### src/design/ascii_to_unsigned_parser_macros.svh
// ============================================================================
// ascii_to_unsigned_parser_macros.svh
// Assertion macros for the ASCII-to-unsigned parser. They compile to nothing
// when SYNTH is defined.
// ============================================================================
`ifndef ASCII_TO_UNSIGNED_PARSER_MACROS_SVH
`define ASCII_TO_UNSIGNED_PARSER_MACROS_SVH

`ifndef SYNTH
// same-cycle implication
`define A2U_ASSERT_NOW(label, clk, rst_n, ante, cons) \
    label: assert property (@(posedge clk) disable iff (!rst_n) (ante) |-> (cons)) \
        else $error("a2u assertion failed");
// next-cycle implication
`define A2U_ASSERT_NEXT(label, clk, rst_n, ante, cons) \
    label: assert property (@(posedge clk) disable iff (!rst_n) (ante) |=> (cons)) \
        else $error("a2u assertion failed");
`else
`define A2U_ASSERT_NOW(label, clk, rst_n, ante, cons)
`define A2U_ASSERT_NEXT(label, clk, rst_n, ante, cons)
`endif

`endif

### src/design/a2u_pkg.sv
// ============================================================================
// a2u_pkg
// Shared types and constants of the ASCII-to-unsigned parser.
// ============================================================================
package a2u_pkg;

    // classified character, front to back
    typedef struct packed {
        logic       is_end;    // zero byte
        logic       is_zero;   // '0'
        logic       is_x;      // lowercase x
        logic       is_o;      // lowercase o
        logic       is_alnum;  // 0-9, a-z, A-Z
        logic [5:0] digit;     // digit value 0..35
    } t_class_item;

    localparam logic [7:0] CHAR_NUL   = 8'h00;
    localparam logic [7:0] CHAR_ZERO  = 8'h30;
    localparam logic [7:0] CHAR_NINE  = 8'h39;
    localparam logic [7:0] CHAR_LC_A  = 8'h61;
    localparam logic [7:0] CHAR_LC_Z  = 8'h7A;
    localparam logic [7:0] CHAR_UC_A  = 8'h41;
    localparam logic [7:0] CHAR_UC_Z  = 8'h5A;
    localparam logic [7:0] CHAR_LC_X  = 8'h78;
    localparam logic [7:0] CHAR_LC_O  = 8'h6F;

    // offsets to digit values
    localparam logic [7:0] OFS_LC     = 8'd87;  // 'a' - 10
    localparam logic [7:0] OFS_UC     = 8'd55;  // 'A' - 10

    localparam logic [1:0] RADIX_DEC  = 2'd0;
    localparam logic [1:0] RADIX_HEX  = 2'd1;
    localparam logic [1:0] RADIX_OCT  = 2'd2;

    localparam logic [5:0] BASE_DEC   = 6'd10;
    localparam logic [5:0] BASE_HEX   = 6'd16;
    localparam logic [5:0] BASE_OCT   = 6'd8;

    localparam logic [1:0] STATUS_OK        = 2'd0;
    localparam logic [1:0] STATUS_NOT_DIGIT = 2'd1;
    localparam logic [1:0] STATUS_TOO_BIG   = 2'd2;

    localparam int QUEUE_DEPTH = 4;
    localparam int QUEUE_AW    = $clog2(QUEUE_DEPTH);

endpackage

### src/design/a2u_front.sv
// ============================================================================
// a2u_front
// Accepts characters and classifies them into a registered item.
// ============================================================================
module a2u_front
    import a2u_pkg::*;
(
    input  logic        i_clk,
    input  logic        i_rst_n,
    input  logic        i_valid,
    input  logic [7:0]  i_character,
    output logic        o_stall,
    output logic        o_valid,
    output t_class_item o_item,
    input  logic        i_stall
);

    logic        r_valid;
    t_class_item r_item;
    t_class_item n_item;
    logic        take;

    assign o_stall = r_valid && i_stall;
    assign take    = i_valid && !o_stall;

    always_comb begin
        n_item          = '0;
        n_item.is_end   = (i_character == CHAR_NUL);
        n_item.is_zero  = (i_character == CHAR_ZERO);
        n_item.is_x     = (i_character == CHAR_LC_X);
        n_item.is_o     = (i_character == CHAR_LC_O);
        if (i_character >= CHAR_ZERO && i_character <= CHAR_NINE) begin
            n_item.is_alnum = 1'b1;
            n_item.digit    = 6'(i_character - CHAR_ZERO);
        end else if (i_character >= CHAR_LC_A && i_character <= CHAR_LC_Z) begin
            n_item.is_alnum = 1'b1;
            n_item.digit    = 6'(i_character - OFS_LC);
        end else if (i_character >= CHAR_UC_A && i_character <= CHAR_UC_Z) begin
            n_item.is_alnum = 1'b1;
            n_item.digit    = 6'(i_character - OFS_UC);
        end
    end

    always_ff @(posedge i_clk) begin
        if (!i_rst_n) begin
            r_valid <= 1'b0;
        end else if (take) begin
            r_valid <= 1'b1;
        end else if (!i_stall) begin
            r_valid <= 1'b0;
        end
        if (take) begin
            r_item <= n_item;
        end
    end

    assign o_valid = r_valid;
    assign o_item  = r_item;

endmodule

### src/design/a2u_queue.sv
// ============================================================================
// a2u_queue
// Short FIFO of classified items between front and back.
// ============================================================================
module a2u_queue
    import a2u_pkg::*;
(
    input  logic        i_clk,
    input  logic        i_rst_n,
    input  logic        i_valid,
    input  t_class_item i_item,
    output logic        o_stall,
    output logic        o_valid,
    output t_class_item o_item,
    input  logic        i_stall
);

    t_class_item           r_mem [QUEUE_DEPTH];
    logic [QUEUE_AW-1:0]   r_wr_ptr;
    logic [QUEUE_AW-1:0]   r_rd_ptr;
    logic [QUEUE_AW:0]     r_count;
    logic                  push;
    logic                  pop;

    assign o_stall = (r_count == (QUEUE_AW+1)'(QUEUE_DEPTH));
    assign o_valid = (r_count != '0);
    assign o_item  = r_mem[r_rd_ptr];
    assign push    = i_valid && !o_stall;
    assign pop     = o_valid && !i_stall;

    always_ff @(posedge i_clk) begin
        if (!i_rst_n) begin
            r_wr_ptr <= '0;
            r_rd_ptr <= '0;
            r_count  <= '0;
        end else begin
            if (push) begin
                r_wr_ptr <= r_wr_ptr + 1'b1;
            end
            if (pop) begin
                r_rd_ptr <= r_rd_ptr + 1'b1;
            end
            case ({push, pop})
                2'b10:   r_count <= r_count + 1'b1;
                2'b01:   r_count <= r_count - 1'b1;
                default: r_count <= r_count;
            endcase
        end
        if (push) begin
            r_mem[r_wr_ptr] <= i_item;
        end
    end

endmodule

### src/design/a2u_back.sv
// ============================================================================
// a2u_back
// Parser state, digit accumulation and the registered result.
// ============================================================================
module a2u_back
    import a2u_pkg::*;
#(
    parameter int VALUE_WIDTH = 32
) (
    input  logic                   i_clk,
    input  logic                   i_rst_n,
    input  logic                   i_valid,
    input  t_class_item            i_item,
    output logic                   o_stall,
    output logic                   o_valid,
    output logic [VALUE_WIDTH-1:0] o_value,
    output logic [1:0]             o_status,
    input  logic                   i_stall
);

    logic [VALUE_WIDTH-1:0] r_acc,   n_acc;
    logic [1:0]             r_radix, n_radix;
    logic [1:0]             r_pos,   n_pos;
    logic                   r_saw,   n_saw;
    logic [1:0]             r_err,   n_err;
    logic                   r_out_valid;
    logic [VALUE_WIDTH-1:0] r_value;
    logic [1:0]             r_status;

    logic                   pop;
    logic [5:0]             base;
    logic [1:0]             pos_inc;
    logic [VALUE_WIDTH-1:0] scaled;

    // a terminator needs the result register free
    assign o_stall = i_item.is_end && r_out_valid && i_stall;
    assign pop     = i_valid && !o_stall;
    assign pos_inc = (r_pos == 2'd2) ? r_pos : r_pos + 2'd1;

    always_comb begin
        case (r_radix)
            RADIX_HEX: base = BASE_HEX;
            RADIX_OCT: base = BASE_OCT;
            default:   base = BASE_DEC;
        endcase
        case (r_radix)
            RADIX_HEX: scaled = r_acc << 4;
            RADIX_OCT: scaled = r_acc << 3;
            default:   scaled = (r_acc << 3) + (r_acc << 1);
        endcase
    end

    always_comb begin
        n_acc   = r_acc;
        n_radix = r_radix;
        n_pos   = r_pos;
        n_saw   = r_saw;
        n_err   = r_err;
        if (pop) begin
            if (i_item.is_end) begin
                n_acc   = '0;
                n_radix = RADIX_DEC;
                n_pos   = 2'd0;
                n_saw   = 1'b0;
                n_err   = STATUS_OK;
            end else if (r_err != STATUS_OK) begin
                n_err = r_err;
            end else if (r_pos == 2'd0 && i_item.is_zero) begin
                n_saw = 1'b1;
                n_pos = pos_inc;
            end else if (r_saw && r_pos == 2'd1 && (i_item.is_x || i_item.is_o)) begin
                n_radix = i_item.is_x ? RADIX_HEX : RADIX_OCT;
                n_pos   = pos_inc;
            end else if (!i_item.is_alnum) begin
                n_err = STATUS_NOT_DIGIT;
            end else if (i_item.digit >= base) begin
                n_err = STATUS_TOO_BIG;
            end else begin
                n_acc = scaled + VALUE_WIDTH'(i_item.digit);
                n_pos = pos_inc;
            end
        end
    end

    always_ff @(posedge i_clk) begin
        if (!i_rst_n) begin
            r_acc       <= '0;
            r_radix     <= RADIX_DEC;
            r_pos       <= 2'd0;
            r_saw       <= 1'b0;
            r_err       <= STATUS_OK;
            r_out_valid <= 1'b0;
        end else begin
            r_acc   <= n_acc;
            r_radix <= n_radix;
            r_pos   <= n_pos;
            r_saw   <= n_saw;
            r_err   <= n_err;
            if (pop && i_item.is_end) begin
                r_out_valid <= 1'b1;
            end else if (!i_stall) begin
                r_out_valid <= 1'b0;
            end
        end
        if (pop && i_item.is_end) begin
            r_value  <= (r_err != STATUS_OK) ? '0 : r_acc;
            r_status <= r_err;
        end
    end

    assign o_valid  = r_out_valid;
    assign o_value  = r_value;
    assign o_status = r_status;

endmodule

### src/design/ascii_to_unsigned_parser.sv
// ============================================================================
// ascii_to_unsigned_parser
// Parses a zero-terminated ASCII string into an unsigned number with an
// optional 0x / 0o radix prefix.
// ============================================================================
// Usage:
//   Input channel (i_valid / o_stall / i_character): one character per beat.
//   A zero byte ends the string; only that beat yields a result.
//   Output channel (o_valid / i_stall / o_value, o_status): one beat per
//   string, value 0 with a nonzero status on error (1 = not a digit or letter,
//   2 = digit not below the base).
//   The result of a terminator passes the classify register, a queue entry
//   and the result register, in that order, before it is on the output.
//   Throughput: one character per cycle while nothing downstream stalls;
//   the accumulate step is a shift-and-add (x8, x10, x16) in the back end.
//   A four-entry queue separates classification from accumulation, so the
//   input keeps flowing while a finished result waits on the output.
//   When the receiver stalls, the result holds; further characters are still
//   taken until a second terminator reaches the back end and the queue fills.
//   Reset (synchronous, active low) empties the pipeline and returns the
//   parser to decimal with a zero accumulator and no error.
// ============================================================================
`include "ascii_to_unsigned_parser_macros.svh"

module ascii_to_unsigned_parser
    import a2u_pkg::*;
#(
    parameter int VALUE_WIDTH = 32
) (
    input  logic                   i_clk,
    input  logic                   i_rst_n,
    input  logic                   i_valid,
    input  logic [7:0]             i_character,
    output logic                   o_stall,
    output logic                   o_valid,
    output logic [VALUE_WIDTH-1:0] o_value,
    output logic [1:0]             o_status,
    input  logic                   i_stall
);

    // front -> queue
    logic        front_valid;
    t_class_item front_item;
    logic        queue_full;
    // queue -> back
    logic        queue_valid;
    t_class_item queue_item;
    logic        back_stall;

    // classify each character into digit value and prefix flags
    a2u_front u_front (
        .i_clk       (i_clk),
        .i_rst_n     (i_rst_n),
        .i_valid     (i_valid),
        .i_character (i_character),
        .o_stall     (o_stall),
        .o_valid     (front_valid),
        .o_item      (front_item),
        .i_stall     (queue_full)
    );

    a2u_queue u_queue (
        .i_clk   (i_clk),
        .i_rst_n (i_rst_n),
        .i_valid (front_valid),
        .i_item  (front_item),
        .o_stall (queue_full),
        .o_valid (queue_valid),
        .o_item  (queue_item),
        .i_stall (back_stall)
    );

    // sticky error, radix prefix and accumulator live here
    a2u_back #(
        .VALUE_WIDTH (VALUE_WIDTH)
    ) u_back (
        .i_clk    (i_clk),
        .i_rst_n  (i_rst_n),
        .i_valid  (queue_valid),
        .i_item   (queue_item),
        .o_stall  (back_stall),
        .o_valid  (o_valid),
        .o_value  (o_value),
        .o_status (o_status),
        .i_stall  (i_stall)
    );

    // an errored result always carries a zero value
    `A2U_ASSERT_NOW(a_err_value_zero, i_clk, i_rst_n, o_valid && (o_status != STATUS_OK), o_value == '0)
    // status is one of the defined codes
    `A2U_ASSERT_NOW(a_status_code, i_clk, i_rst_n, o_valid, (o_status == STATUS_OK) || (o_status == STATUS_NOT_DIGIT) || (o_status == STATUS_TOO_BIG))
    // an item held at a full queue is not dropped by the front register
    `A2U_ASSERT_NEXT(a_front_hold, i_clk, i_rst_n, front_valid && queue_full, front_valid)
    // the back end only blocks on a terminator while the result is stalled
    `A2U_ASSERT_NOW(a_back_stall_cause, i_clk, i_rst_n, back_stall, queue_item.is_end && o_valid && i_stall)

endmodule

### config.mk
export PLATFORM = sky130hd
export DESIGN_NAME = ascii_to_unsigned_parser
export DESIGN_NICKNAME = d
export VERILOG_FILES = /design/src/design/a2u_pkg.sv /design/src/design/a2u_front.sv /design/src/design/a2u_queue.sv /design/src/design/a2u_back.sv /design/src/design/ascii_to_unsigned_parser.sv
export VERILOG_INCLUDE_DIRS = /design/src /design/src/design
export SDC_FILE = /design/constraint.sdc
export NUM_CORES = 1
export LEC_CHECK = 0
export BUFFER_PORTS_ARGS = -buffer_cell sky130_fd_sc_hd__buf_4
export CORE_MARGIN = 3
export CORE_UTILIZATION = 62
export CTS_CLUSTER_SIZE = 10
export DETAILED_ROUTE_END_ITERATION = 8
export HOLD_SLACK_MARGIN = 0.02
export PLACE_DENSITY_LB_ADDON = 0.3
export SLEW_MARGIN = 20
export SYNTH_ARGS = -nofsm -noshare
export SYNTH_HDL_FRONTEND = slang
export SYNTH_SLANG_ARGS = --single-unit
### constraint.sdc
create_clock -name i_clk -period 5.6 [get_ports i_clk]
set_input_delay 0 -clock i_clk [delete_from_list [all_inputs] [get_ports i_clk]]
set_output_delay 0 -clock i_clk [all_outputs]
set_load 0.1 [all_outputs]
Word level (Yosys, flattened, before mapping)
Memory sizes are Yosys's and may differ from the RTL's. A register that Yosys moved wholly into a read port is not among the register bits.
Index checks and enable logic that the tools add are counted.
{"block": "totals", "wordCells": 127, "mem_bits_ro": 0, "ramBits": 44, "ff_bits": 93, "memories": 1, "latch_bits": 0}
{"memory": "u_queue.r_mem", "words": 4, "word_bits": 11, "rd": 1, "rd_ports_with_merged_regs": 1, "wr": 1, "line": "a2u_queue.sv:18", "text": "t_class_item r_mem [QUEUE_DEPTH];"}
{"block": "op_classes", "n_mul": 0, "mux": 41, "add_sub_neg": 10, "eq_ne": 18, "shift": 0, "order_cmp": 7, "n_reduce_logical": 32, "bitwise": 0, "div": 0}
{"operator": "$mux W32", "count": 6}
{"operator": "$pmux W32 S2", "count": 1}
{"operator": "$mux W2", "count": 20}
{"operator": "$add A32 B32 Y32", "count": 1}
{"operator": "$add A32 B6 Y32", "count": 1}
{"operator": "$eq A8 B7 Y1 const B", "count": 2}
{"operator": "$ge A8 B7 Y1 const B", "count": 2}
{"operator": "$le A8 B7 Y1 const B", "count": 2}
{"operator": "$logic_and A1 B1 Y1", "count": 13}
{"operator": "$mux W6", "count": 2}
{"operator": "$sub A6 B6 Y6 const B", "count": 2}
{"operator": "$ne A2 B1 Y1 const B", "count": 5}
{"operator": "$pmux W5 S2", "count": 1}
{"operator": "$reduce_bool A2 Y1", "count": 5}
{"operator": "$mux W1", "count": 9}
{"operator": "$eq A8 B6 Y1 const B", "count": 1}
{"operator": "$ge A8 B6 Y1 const B", "count": 1}
{"operator": "$le A8 B6 Y1 const B", "count": 1}
{"operator": "$logic_not A8 Y1", "count": 1}
{"operator": "$reduce_and A4 Y1", "count": 2}
{"operator": "$mux W7", "count": 1}
{"operator": "$add A2 B1 Y2 const B", "count": 3}
{"operator": "$eq A2 B1 Y1 const B", "count": 3}
{"operator": "$eq A2 B2 Y1 const B", "count": 3}
{"operator": "18 further kinds", "count": 20}

Longest topological paths before layout
{"block": "logic_depth", "word_depth": 9, "mapped_depth": 22, "mapped_depth_nobuf": 15}

By module
Synthesis repeated with hierarchy kept, for this count alone.
{"block": "hier_totals", "cells_unflattened": 938, "hier_area_um2": 9267.6}
{"module": "a2u_back", "n_inst": 1, "area_per_inst_um2": 6348.6, "cells_per_inst": 749, "seq_area_each_um2": 1821.7}
{"module": "a2u_queue", "n_inst": 1, "area_per_inst_um2": 2093.3, "cells_per_inst": 112, "seq_area_each_um2": 1501.4}
{"module": "a2u_front", "n_inst": 1, "area_per_inst_um2": 825.8, "cells_per_inst": 77, "seq_area_each_um2": 350.3}

Worst setup path before layout
OpenSTA, ideal clock, no wires.
{"block": "synth_path", "kind": "flip-flop to flip-flop", "from": "register u_back.r_radix[0]", "to": "register u_back.r_acc[31]", "arrival_ns": 5.031, "path_stages_with_launch": 23, "synth_period_minus_slack_ns": 5.153, "path_buffers": 7, "slack_ns": 0.447, "path_cell_list": "dfxtp_1 inv_1 ha_1 buf_2 buf_2 buf_1 buf_2 buf_1 clkbuf_1 buf_2 and2_1 ha_1 fa_1 a21o_1 a21oi_1 nand2b_1 a21oi_1 or4b_4 nand4b_4 nor4b_4 nand2_1 nor4b_2 o31ai_2"}
{"block": "synth_between", "elab_chain_cells": 9, "word_cells_on_any_way": 14, "classes_between": "add/sub (1); order compare (1); eq/ne (3); mux (8); reduce/logical (1)"}
{"item": "start, declared", "line": "a2u_back.sv:22", "text": "logic [1:0] r_radix, n_radix;"}
{"item": "start signal, assigned", "line": "a2u_back.sv:95", "text": "r_radix <= n_radix;"}
{"item": "$eq A2 B2 Y1 or $eq A2 B1 Y1 (tied branches)", "line": "a2u_back.sv:41, a2u_back.sv:46"}
{"item": "$pmux W32 S2", "line": "a2u_back.sv:46", "text": "case (r_radix)"}
{"item": "$add A32 B6 Y32", "line": "a2u_back.sv:79", "text": "n_acc = scaled + VALUE_WIDTH'(i_item.digit);"}
{"item": "$mux W32", "line": "a2u_back.sv:76", "text": "end else if (i_item.digit >= base) begin"}
{"item": "$mux W32", "line": "a2u_back.sv:74", "text": "end else if (!i_item.is_alnum) begin"}
{"item": "$mux W32", "line": "a2u_back.sv:71", "text": "end else if (r_saw && r_pos == 2'd1 && (i_item.is_x || i_item.is_o)) begin"}
{"item": "$mux W32", "line": "a2u_back.sv:68", "text": "end else if (r_pos == 2'd0 && i_item.is_zero) begin"}
{"item": "$mux W32", "line": "a2u_back.sv:66", "text": "end else if (r_err != STATUS_OK) begin"}
{"item": "$mux W32", "line": "a2u_back.sv:60", "text": "if (i_item.is_end) begin"}
{"item": "end signal, assigned", "line": "a2u_back.sv:94", "text": "r_acc <= n_acc;"}
{"item": "end, declared", "line": "a2u_back.sv:21", "text": "logic [VALUE_WIDTH-1:0] r_acc, n_acc;"}
Several ways; a longest one is shown, not always the timed one. The select of a mux whose other input is x is not followed.
A chain may end at the register's enable or synchronous reset.

Final worst setup path
Ends and elaborated chain as after synthesis.

==> results.md <==
- # clock sinks: 139
- Result of the run: complete, no violations
- Residual antenna-violating net count after detailed routing: 0
- H-Tree Depth: 4
- Rel. slew slack: 32.4%
- Dominant delay contributor by cell family on the critical path: simple AND/OR/NAND/NOR gates
- Worst-path cell with the longest stage delay: nor4b_4
- Number of buffers created by CTS: 17
- Worst-case hold slack: 0.0776 ns
- CTS Root Cell: clkbuf_16
- Mapped Nets: 964
- Most instantiated flip-flop cell in the synthesis netlist: edfxtp_1
- Initial antenna violation count: 0
- Weighted congestion at the end of routability-driven global placement: 0.918
- Clock transition at the register clock pins on the worst setup and hold paths after CTS: 0.06 ns
- Area of the core region: 0.0139 mm²
- Hpwl dp: 14.4 mm
- Global-route wire length before repair: 33.5 mm
- Buffer depth of the longest clock path: 2
- Congestion Overflow GR: 0
- Number of failing hold endpoints at the final stage: 0
- Critical Path Fanout Max: 19
- Fraction of registers with async set/reset: 0%
- CP required: 5.90 ns
- Max_cap viols: 0
- Total routing resource utilization after global routing: 26.3%
- Net count of the finished layout: 1004
- #FFs+latches synth: 139
- Met1 routed wirelength after detailed routing: 8.95 mm
- I/O pin count: 48
- Total die area: 0.0158 mm²
- Arrival time at the worst endpoint: 4.69 ns
- Antenna diode count: 0
- Class of the most critical hold timing path: input pin to register
- Maximum clock rate: 228 MHz
- Pin count of the biggest net entering global routing: 63
- Leakage power figure: 0.00383 µW
- Initial core utilization: 63.6%
- Final critical path time including I/O delays and setup: 4.39 ns
- Synth Instances: 892
- Growth of design area from synthesis to finish: 13.1%
- Layout cells sized above 1: 12.6%
- Peak ir drop on the vdd network: 0.283 mV
- Startpoint type of the worst setup path: register
- Final setup violation count: 0
- Post-CTS setup buffers: 0
- Setup TNS: 0 ns
- Biggest cell delay along the critical path: 0.53 ns
- Iteration-0 DRC count of the detailed router: 748
- Top routing layer in use: met4
- Routed wire per std cell: 18.7 µm
- Met3 routed WL: 1.23 mm
- Cell Pwr Density: 396 mW/mm²
- Detailed-router iteration count before antenna repair: 5
- Height of the chip: 126 µm
- Number of port buffers: 47
- Via count of the first global-routing pass: 6711
- Fin. max-slew vios: 0
- Placed cell area: 0.00932 mm²
- CP Class: register to register
- Sequential fraction of the synthesis area: 41.4%
- Total wire length: 21.0 mm
- Post-synthesis cell area: 0.00887 mm²
- Count of filler cells inserted in the layout: 1038
- CP Cell Sequence: inv_1, ha_2, inv_1, nor2_1, fa_1, a21o_1, a21oi_1, nand2b_1, a21oi_1, or4b_4, nand4b_4, nor4b_4, nand2_1, nor4b_2, o31ai_2
- Vias after detailed routing: 7248
- Setup ws final: 1.21 ns
- Number of warnings reported in the yosys synthesis log: 0
- Type of element capturing the critical path: register
- Register-to-register setup slack: 1.21 ns
- Area of all placed cells without fillers: 0.0100 mm²
- Number of enable flip-flop cells after synthesis: 89
- Post-placement worst setup slack: 1.35 ns
- Met2 WL post-DR: 10.3 mm
- Width of the chip: 126 µm
- Number of standard-cell rows in the floorplan: 43
- Worst-case clock skew: 0.00606 ns
- Power after layout: 3970 µW
- DRC: 0
- Combined buffer and inverter count along the critical path: 2
- Worst-Margin Slew: 1.01 ns
- Area taken by multi-input logic gates: 0.00489 mm²
- Part of the cycle the worst path needs: 78.4%
- Storage cell area: 0.00367 mm²
- Number of distinct library cells after synthesis: 76
- RSZ-0062 raised after global routing: no
- Average instance area after synthesis: 9.94 µm²
- Routed vias/inst: 6.44
- Clock tree from TritonCTS: built
- Clock latency on the worst-skew pair: 0.43 ns
worst paths after layout:
path,cells after the start,start,to
setup / recovery,15,u_back.r_radix[0]$_SDFFE_PN0P_,u_back.r_acc[31]$_SDFFE_PN0P_
hold / removal,3,i_character[7],u_front.o_item[9]$_DFFE_PP_
setup reg to reg,15,u_back.r_radix[0]$_SDFFE_PN0P_,u_back.r_acc[31]$_SDFFE_PN0P_
hold reg to reg,0,u_front.o_item[10]$_DFFE_PP_,u_queue.r_mem[1][10]$_DFFE_PP_
cells by family after synthesis:
group / synth area share (%)
AOI/OAI and AO/OA: 20.5
and+or+nand+nor: 18.7
xor gates and xnor gates: 3.95
DFF: 41.4
muxes: 3.02
adders and majority gates: 8.72
buffers and inverters: 3.64
worst register-to-register path, stage by stage, from the launching register on:
cell and delay, ns:
dfxtp_1 0.38, inv_1 0.06, ha_2 0.51, inv_1 0.33, nor2_1 0.33, fa_1 0.27
a21o_1 0.13, a21oi_1 0.08, nand2b_1 0.14, a21oi_1 0.22, or4b_4 0.51, nand4b_4 0.22
nor4b_4 0.53, nand2_1 0.18, nor4b_2 0.29, o31ai_2 0.09
final cells by class:
cell class / instances / area share, %
clock buffer: 17 / 4.24
clock inverter: 15 / 1.63
inverter: 37 / 1.38
multi-input combinational: 672 / 48.7
sequential: 139 / 36.6
tap: 180 / 2.25
timing repair buffer: 65 / 5.16
routing by layer:
layer,up-vias,global-route usage (%)
li1,3480,-
met1,3435,33.3
met2,280,44.2
met3,53,5.08
met4,0,10.9
met5,-,0
synth_stat cells (9+ instances only):
| cell type | instances | share of area, % |
|---|---|---|
| inv_1 | 36 | 1.5 |
| xor2_1 | 14 | 1.4 |
| nand3_1 | 20 | 1.1 |
| nor3_1 | 21 | 1.2 |
| a31oi_1 | 11 | 0.78 |
| a21oi_1 | 50 | 2.8 |
| nand2_1 | 71 | 3.0 |
| a211oi_1 | 13 | 1.1 |
| or3_1 | 10 | 0.71 |
| a21o_1 | 12 | 1.0 |
| dfxtp_1 | 50 | 11 |
| nor2_1 | 35 | 1.5 |
| nand4_1 | 10 | 0.71 |
| clkbuf_1 | 29 | 1.2 |
| buf_2 | 9 | 0.51 |
| and3_1 | 9 | 0.63 |
| and2_1 | 43 | 3.0 |
| ha_1 | 57 | 8.0 |
| a22oi_1 | 17 | 1.4 |
| nor2b_1 | 32 | 2.3 |
| o21ai_0 | 54 | 3.0 |
| mux4_2 | 11 | 2.8 |
| xnor2_1 | 26 | 2.6 |
| edfxtp_1 | 89 | 30 |
| a221oi_1 | 14 | 1.4 |
repair_timing:
item / 4_1_cts / 5_1_grt
endpoints found under the hold margin: 35 / 0
hold buffers: 12 / 0
resized for setup: 0 / 0
metrics by stage:
step	cells	util [%]
after floorplan	892	-
final	1125	72.0
after global routing	1125	72.0
after CTS	1125	71.9
after detailed placement	1081	66.9
after global placement	1081	66.9
layout by cell type, fill, tap and decap left out, types with 17 or more instances in the layout:
master and instances:
edfxtp_1 89, nand2_1 71, ha_1 56, o21ai_0 54, buf_4 53, a21oi_1 50
dfxtp_1 50, and2_1 43, inv_1 36, nor2_1 34, nor2b_1 32, xnor2_1 26
nor3_1 21, nand3_1 20, a22oi_1 17, clkbuf_16 17
flip-flops by register name, summed over array words and instances, names as in the netlist, 2 cells and up, named ones only:
name              flops
u_queue.r_mem        44
u_back.o_value       32
u_back.r_acc         32
u_front.o_item       11
u_queue.r_count       3
u_back.o_status       2
u_back.r_err          2
u_back.r_pos          2
u_back.r_radix        2
u_queue.r_rd_ptr      2
u_queue.r_wr_ptr      2
report_power, final:
part	switching [µW]	internal (µW)	leakage [µW]
sequential	95.9	1270	0.00125
clock	463	663	0.000290
combinational	1100	371	0.00229
total	1660	2310	0.00383
Note: power is estimated with default switching activity, not from simulation.
